$ cat config.mk
export PLATFORM = sky130hd
export DESIGN_NAME = kca_ctrl
export DESIGN_NICKNAME = d
export VERILOG_FILES = /design/src/rtl/kca_pkg.sv /design/src/rtl/kca_ctrl.sv
export VERILOG_INCLUDE_DIRS = /design/src /design/src/rtl
export SDC_FILE = /design/constraint.sdc
export NUM_CORES = 1
export LEC_CHECK = 0
export ABC_AREA = 1
export BUFFER_PORTS_ARGS = -buffer_cell sky130_fd_sc_hd__buf_2
export CORE_MARGIN = 2
export CORE_UTILIZATION = 45
export CTS_CLUSTER_SIZE = 24
export DETAILED_ROUTE_END_ITERATION = 10
export PLACE_DENSITY_LB_ADDON = 0.12
export SLEW_MARGIN = 20
export SYNTH_ARGS = -nofsm -noshare
export SYNTH_HDL_FRONTEND = slang
export SYNTH_SLANG_ARGS = --single-unit
$ cat constraint.sdc
create_clock -name aclk -period 1.75 [get_ports aclk]
set_clock_uncertainty 0.05 [all_clocks]
set_input_delay 0.175 -clock aclk [delete_from_list [all_inputs] [get_ports aclk]]
set_output_delay 0.175 -clock aclk [all_outputs]
set_load 0.05 [all_outputs]
$ cat src/rtl/kmeans_cluster_assign_core_defines.svh
// ---------------------------------------------------------------------------
// kmeans cluster assign assertion macros
// shared property forms for the assertions in kca_ctrl.sv
// ---------------------------------------------------------------------------
`ifndef KMEANS_CLUSTER_ASSIGN_CORE_DEFINES_SVH
`define KMEANS_CLUSTER_ASSIGN_CORE_DEFINES_SVH

// same-cycle implication
`define KCA_ASSERT_NOW(label, clk, rstn, ante, cons, msg) \
    label: assert property (@(posedge clk) disable iff (!rstn) (ante) |-> (cons)) \
        else $error(msg);

// next-cycle implication
`define KCA_ASSERT_NEXT(label, clk, rstn, ante, cons, msg) \
    label: assert property (@(posedge clk) disable iff (!rstn) (ante) |=> (cons)) \
        else $error(msg);

`endif

$ cat src/rtl/kca_pkg.sv
// ---------------------------------------------------------------------------
// kca_pkg
// types, constants and command codes of the kmeans cluster assign core
// ---------------------------------------------------------------------------
`default_nettype none

package kca_pkg;

    localparam int MAX_ROWS     = 64;
    localparam int MAX_COLS     = 16;
    localparam int MAX_CLUSTERS = 8;
    localparam int STORE_DEPTH  = MAX_ROWS * MAX_COLS;
    localparam int CEN_DEPTH    = MAX_CLUSTERS * MAX_COLS;

    localparam int ROW_W   = $clog2(MAX_ROWS);
    localparam int COL_W   = $clog2(MAX_COLS);
    localparam int CL_W    = $clog2(MAX_CLUSTERS);
    localparam int ADDR_W  = $clog2(STORE_DEPTH);
    localparam int LOAD_W  = ADDR_W + 1;
    localparam int NROW_W  = ROW_W + 1;
    localparam int NCOL_W  = COL_W + 1;
    localparam int NCL_W   = CL_W + 1;
    localparam int FEAT_W  = 16;
    localparam int DIFF_W  = FEAT_W + 1;
    localparam int PROD_W  = 2 * FEAT_W;
    localparam int DIST_W  = PROD_W + COL_W;
    localparam int SUM_W   = FEAT_W + ROW_W;
    localparam int CNT_W   = ROW_W + 1;
    localparam int DIV_STEPS = SUM_W;
    localparam int DIVC_W  = $clog2(DIV_STEPS);
    localparam int ITER_W  = 8;

    // configuration register indexes
    localparam logic [1:0] CFG_NUM_CLUSTERS   = 2'd0;
    localparam logic [1:0] CFG_MAX_ITERATIONS = 2'd1;
    localparam logic [1:0] CFG_NUM_COLS       = 2'd2;

    localparam logic [1:0] STATUS_OK       = 2'd0;
    localparam logic [1:0] STATUS_NO_ROW   = 2'd1;
    localparam logic [1:0] STATUS_OVERFLOW = 2'd2;

    localparam logic [3:0]        NUM_CLUSTERS_RST = 4'd3;
    localparam logic [ITER_W-1:0] MAX_ITER_RST     = 8'd15;
    localparam logic [ITER_W-1:0] ITER_DEFAULT     = 8'd10;
    localparam logic [4:0]        NUM_COLS_RST     = 5'd8;

    typedef struct packed {
        logic signed [FEAT_W-1:0] feature_value;
        logic                     last_value;
    } in_item_t;

    typedef struct packed {
        logic [CL_W-1:0]  cluster_id;
        logic [ROW_W-1:0] row_index;
        logic             last_row;
        logic [1:0]       status;
    } out_item_t;

    typedef enum logic [4:0] {
        ST_LOAD, ST_SETUP, ST_CHECK, ST_ROWS,
        ST_COPY_RD, ST_COPY_WR,
        ST_A_RD, ST_A_MUL, ST_A_ACC, ST_A_CMP, ST_A_WR,
        ST_U_RD, ST_U_ACC, ST_U_DIV_INIT, ST_U_DIV, ST_U_WR, ST_U_NEXT,
        ST_ROUND, ST_O_RD, ST_O_LOAD, ST_O_WAIT, ST_DONE
    } ctl_state_t;

    typedef enum logic [4:0] {
        OP_NOP, OP_STORE, OP_SETUP, OP_ERR_OVF, OP_ERR_NOROW, OP_ROW_STEP,
        OP_COPY_INIT, OP_COPY_WR,
        OP_A_MUL, OP_A_ACC, OP_A_CMP, OP_A_WR,
        OP_U_ACC, OP_DIV_INIT, OP_DIV_STEP, OP_U_WR, OP_U_NEXT,
        OP_ROUND, OP_O_LOAD, OP_O_NEXT, OP_CLEAR
    } dp_op_t;

    typedef struct packed {
        logic overflow_err;
        logic rem_ge_cols;
        logic rows_zero;
        logic j_last;
        logic c_last;
        logic r_last;
        logic cnt_zero;
        logic div_last;
        logic changed;
        logic iter_last;
        logic out_last;
    } dp_status_t;

endpackage

`default_nettype wire

$ cat src/rtl/kca_ctrl.sv
// ---------------------------------------------------------------------------
// kca_ctrl
// job sequencer: load, row count, centroid copy, assign and update rounds,
// result delivery
// ---------------------------------------------------------------------------
`default_nettype none

`include "kmeans_cluster_assign_core_defines.svh"

module kca_ctrl (
    input  wire logic                 aclk,
    input  wire logic                 aresetn,
    input  wire logic                 s_valid,
    input  wire logic                 s_last,
    output logic                      s_ready,
    output logic                      m_valid,
    input  wire logic                 m_ready,
    input  wire kca_pkg::dp_status_t  st,
    output kca_pkg::dp_op_t           op
);
    import kca_pkg::*;

    ctl_state_t state_reg;
    ctl_state_t state_next;

    always_ff @(posedge aclk) begin
        if (!aresetn) begin
            state_reg <= ST_LOAD;
        end else begin
            state_reg <= state_next;
        end
    end

    always_comb begin
        state_next = state_reg;
        op         = OP_NOP;
        s_ready    = 1'b0;
        m_valid    = 1'b0;
        case (state_reg)
            ST_LOAD: begin
                s_ready = 1'b1;
                if (s_valid) begin
                    op = OP_STORE;
                    if (s_last) begin
                        state_next = ST_SETUP;
                    end
                end
            end
            ST_SETUP: begin
                op         = OP_SETUP;
                state_next = ST_CHECK;
            end
            ST_CHECK: begin
                if (st.overflow_err) begin
                    op         = OP_ERR_OVF;
                    state_next = ST_O_WAIT;
                end else begin
                    state_next = ST_ROWS;
                end
            end
            ST_ROWS: begin
                // rows = load count / cols by repeated subtraction
                if (st.rem_ge_cols) begin
                    op = OP_ROW_STEP;
                end else if (st.rows_zero) begin
                    op         = OP_ERR_NOROW;
                    state_next = ST_O_WAIT;
                end else begin
                    op         = OP_COPY_INIT;
                    state_next = ST_COPY_RD;
                end
            end
            ST_COPY_RD: state_next = ST_COPY_WR;
            ST_COPY_WR: begin
                op         = OP_COPY_WR;
                state_next = (st.j_last && st.c_last) ? ST_A_RD : ST_COPY_RD;
            end
            ST_A_RD: state_next = ST_A_MUL;
            ST_A_MUL: begin
                op         = OP_A_MUL;
                state_next = ST_A_ACC;
            end
            ST_A_ACC: begin
                op         = OP_A_ACC;
                state_next = st.j_last ? ST_A_CMP : ST_A_RD;
            end
            ST_A_CMP: begin
                op         = OP_A_CMP;
                state_next = st.c_last ? ST_A_WR : ST_A_RD;
            end
            ST_A_WR: begin
                op         = OP_A_WR;
                state_next = st.r_last ? ST_U_RD : ST_A_RD;
            end
            ST_U_RD: state_next = ST_U_ACC;
            ST_U_ACC: begin
                op         = OP_U_ACC;
                state_next = st.r_last ? ST_U_DIV_INIT : ST_U_RD;
            end
            ST_U_DIV_INIT: begin
                // empty cluster keeps its centroid
                if (st.cnt_zero) begin
                    state_next = ST_U_NEXT;
                end else begin
                    op         = OP_DIV_INIT;
                    state_next = ST_U_DIV;
                end
            end
            ST_U_DIV: begin
                op = OP_DIV_STEP;
                if (st.div_last) begin
                    state_next = ST_U_WR;
                end
            end
            ST_U_WR: begin
                op         = OP_U_WR;
                state_next = ST_U_NEXT;
            end
            ST_U_NEXT: begin
                op         = OP_U_NEXT;
                state_next = (st.j_last && st.c_last) ? ST_ROUND : ST_U_RD;
            end
            ST_ROUND: begin
                op         = OP_ROUND;
                state_next = (!st.changed || st.iter_last) ? ST_O_RD : ST_A_RD;
            end
            ST_O_RD: state_next = ST_O_LOAD;
            ST_O_LOAD: begin
                op         = OP_O_LOAD;
                state_next = ST_O_WAIT;
            end
            ST_O_WAIT: begin
                m_valid = 1'b1;
                if (m_ready) begin
                    if (st.out_last) begin
                        state_next = ST_DONE;
                    end else begin
                        op         = OP_O_NEXT;
                        state_next = ST_O_RD;
                    end
                end
            end
            ST_DONE: begin
                op         = OP_CLEAR;
                state_next = ST_LOAD;
            end
            default: state_next = ST_LOAD;
        endcase
    end

    `KCA_ASSERT_NOW(a_no_overlap, aclk, aresetn, s_ready, !m_valid, "load and delivery overlap")
    `KCA_ASSERT_NEXT(a_div_to_wr, aclk, aresetn, (state_reg == ST_U_DIV) && st.div_last, state_reg == ST_U_WR, "divider end missed")
    `KCA_ASSERT_NEXT(a_last_done, aclk, aresetn, m_valid && m_ready && st.out_last, state_reg == ST_DONE, "job end missed")
    `KCA_ASSERT_NEXT(a_done_load, aclk, aresetn, state_reg == ST_DONE, s_ready, "not back to load")

endmodule

`default_nettype wire
==> metrics.md <==
| Metric | Value |
|---|---|
| Initial antenna violation count | 0 |
| Tmin final | roughly 1.8 ns |
| Period utilisation layout | 104.9% |
| Worst-path fanout max | 5 |
| Post-route ant nets | 0 |
| Max reg flops | 5 |
| First-pass GRT wire length | around 4700 µm |
| RSZ-0062 raised after global routing | yes |
| CP required | around 1.5 ns |
| FF-to-FF Start | state_reg[1]$_SDFFE_PN0P_ |
| Drt total wl | between 3000 and 4000 µm |
| Worst Hold Depth | 3 |
| # clock sinks | 5 |
| Mapped Cells | between 150 and 200 |
| Pwr/cell area | 746.7 nW/µm² |
| Yosys cell types | 19 |
| Layout Cells excl Fill | between 200 and 250 |
| Power, Total | between 0.0009 and 0.001 W |
| Site row count | 15 |
| Cts bufs inserted | 3 |
| Ports | 23 |
| Area grow syn2layout | 60.69% |
| Die width | approximately 47 µm |
| Clock Latency Late Sink | around 0.23 ns |
| PnR worst setup slack | -0.08552 ns |
| Yosys reg bits | 5 |
| Critical Path AT | about 1.6 ns |
| CTS root buf | clkbuf_4 |
| Via count | 1357 |
| Max frequency | ~540 MHz |
| Element type at the critical path end | primary output |
| Min-Delay Startpoint | aresetn |
| P_leak | between 0.7 and 0.8 nW |
| Peak VDD IR | between 700 and 800 µV |
| Synthesized area | ~830 µm² |
| CP startpoint | state_reg[2]$_SDFFE_PN0P_ |
| Detailed placement HPWL | about 2300 µm |
| Final Max Tran Viols | 0 |
| DRC violations left | 0 |
| Max_cap viols | 0 |
| CTS clk-pin slew, worst paths | roughly 0.04 ns |
| Most frequent cells in the layout | nand2_1 (37), inv_1 (26), nand3_1 (25), buf_4 (25) |
| Final hold vios | 0 |
| CTS tree | built |
| Routed WL per cell | 14.60 µm |
| Diodes inserted | 0 |
| First-pass DRT Iterations | 5 |
| H-tree depth | 1 |
| Failing checks | setup timing |
| Bufs on Longest Clock Path | 2 |
| Kind of critical path | register to primary output |
| Grt ovf | 0 |
| Yosys Warn Count | 0 |
| Syn avg cell area | 5.005 µm² |
| Worst slew pin tran | 0.2529 ns |
| Global-route usage over all layers | 30.00% |
| Inst Count DP | around 230 |
| Die Y | roughly 47 µm |
| Worst R2R Path Depth | 9 |
| Vias in the first global route | approximately 1100 |
| Hold crit path type | input pin to register |
| GPL Wtd Cong | about 0.97 |
| Die area | 2206 µm² |
| Iter 0 DRT Violations | approximately 120 |
| Outcome | complete, but fails checks |
| Final Setup Violations | 4 |
| Core ar. | ~1700 µm² |
| Leading cell type in the layout, fill and taps excluded | nand2_1 |
| Final Net Count | between 200 and 250 |
| Starting density of the core | 48.12% |
| PortBufs | 22 |
| Fill count | between 100 and 150 |
| Seq/Total Area, Yosys | between 10% and 20% |
| Largest net degree at the start of global routing | 9 |
| Worst relative slew slack | 83.01% |
| Critical Path Start Type | register |
| Share of cells above drive strength 1 | 38.97% |
| Via/cell ratio | around 5.7 |
| Syn_nets | around 180 |
-- worst max-delay path, cell delays in order (launching register included) --
cell	delay (ns)
dfxtp_4	0.38
inv_4	0.04
nor2_4	0.17
nand4_1	0.16
nor2_2	0.18
inv_1	0.08
nand4_1	0.08
nor2_1	0.05
nand2_1	0.07
buf_6	0.16
-- Yosys cell counts, drive strengths merged --
cell,n,area share (%)
nand2,43,19
nand3,29,17
and3,1,0.75
dfxtp,5,12
nor3,2,1.2
o21ai,4,2.4
buf,4,4.5
a31oi,1,0.75
a2111o,1,1.4
a211oi,1,0.90
nor2,28,13
a21oi,5,3.0
nand3b,1,0.90
nand4,10,7.5
o21bai,1,0.90
inv,30,14
-- per-stage QoR --
step	cell area [µm²]	hold WS [ns]	setup slack [ns]	setup TNS [ns]	utilization (%)
after floorplan	840.8	0.2494	0.04269	0	-
after global placement	1072	0.3500	-0.02990	-0.03350	62.10
after detailed placement	1072	0.3633	0.0009972	0	62.10
after CTS	1177	0.1167	-0.006074	-0.006074	68.19
after global routing	1335	0.1465	-0.1438	-0.3680	77.32
final	1335	0.1224	-0.08552	-0.1657	77.32
-- cell type report --
cell class | instances | area [µm²] | share of cell area [%]
Clock buffer | 4 | 26.28 | 1.968
Inverter | 30 | 122.6 | 9.185
Multi-Input combinational cell | 127 | 703.2 | 52.67
Sequential cell | 5 | 118.9 | 8.903
Tap cell | 25 | 31.28 | 2.343
Timing Repair Buffer | 47 | 332.8 | 24.93
-- timing repair --
item / CTS / global route
pin swaps: 3 / 9
setup endpoints to repair: 5 / 5
resized for setup: 25 / 33
hold buffers: 0 / 0
buffers inserted: 1 / 8
-- where the power goes --
part / internal (W) / switching (W)
Combinational: 0.000260 / 0.000434
Clock: 0.0000858 / 0.0000407
Sequential: 0.000134 / 0.0000426
-- path summary, 6_finish.rpt --
check / endpoint / slack (ns)
max: op[1] / -0.09
max reg2reg: state_reg[2]$_SDFFE_PN0P_ / 0.16
min reg2reg: state_reg[4]$_SDFFE_PN0P_ / 0.57
min: state_reg[3]$_SDFFE_PN0P_ / 0.12
-- logic make-up (layout without fill, tap and decap cells) --
logic type | after synthesis | count (layout) | synth area share (%)
AOI/OAI and AO/OA | 13 | 13 | 9.338
buffers and inverters | 34 | 81 | 18.07
and+or+nand+nor | 114 | 114 | 60.54
DFF | 5 | 5 | 12.05
-- metal layers --
layer	up-vias	part of all wire, %	wire length (µm)	GRT usage, %
li1	635	-	-	-
met1	574	39	1351	42.07
met2	128	46	1613	46.85
met3	20	11	382	3.462
met4	0	3.7	127	11.67
met5	-	0	0	0
(Power assumes the default switching activity.)
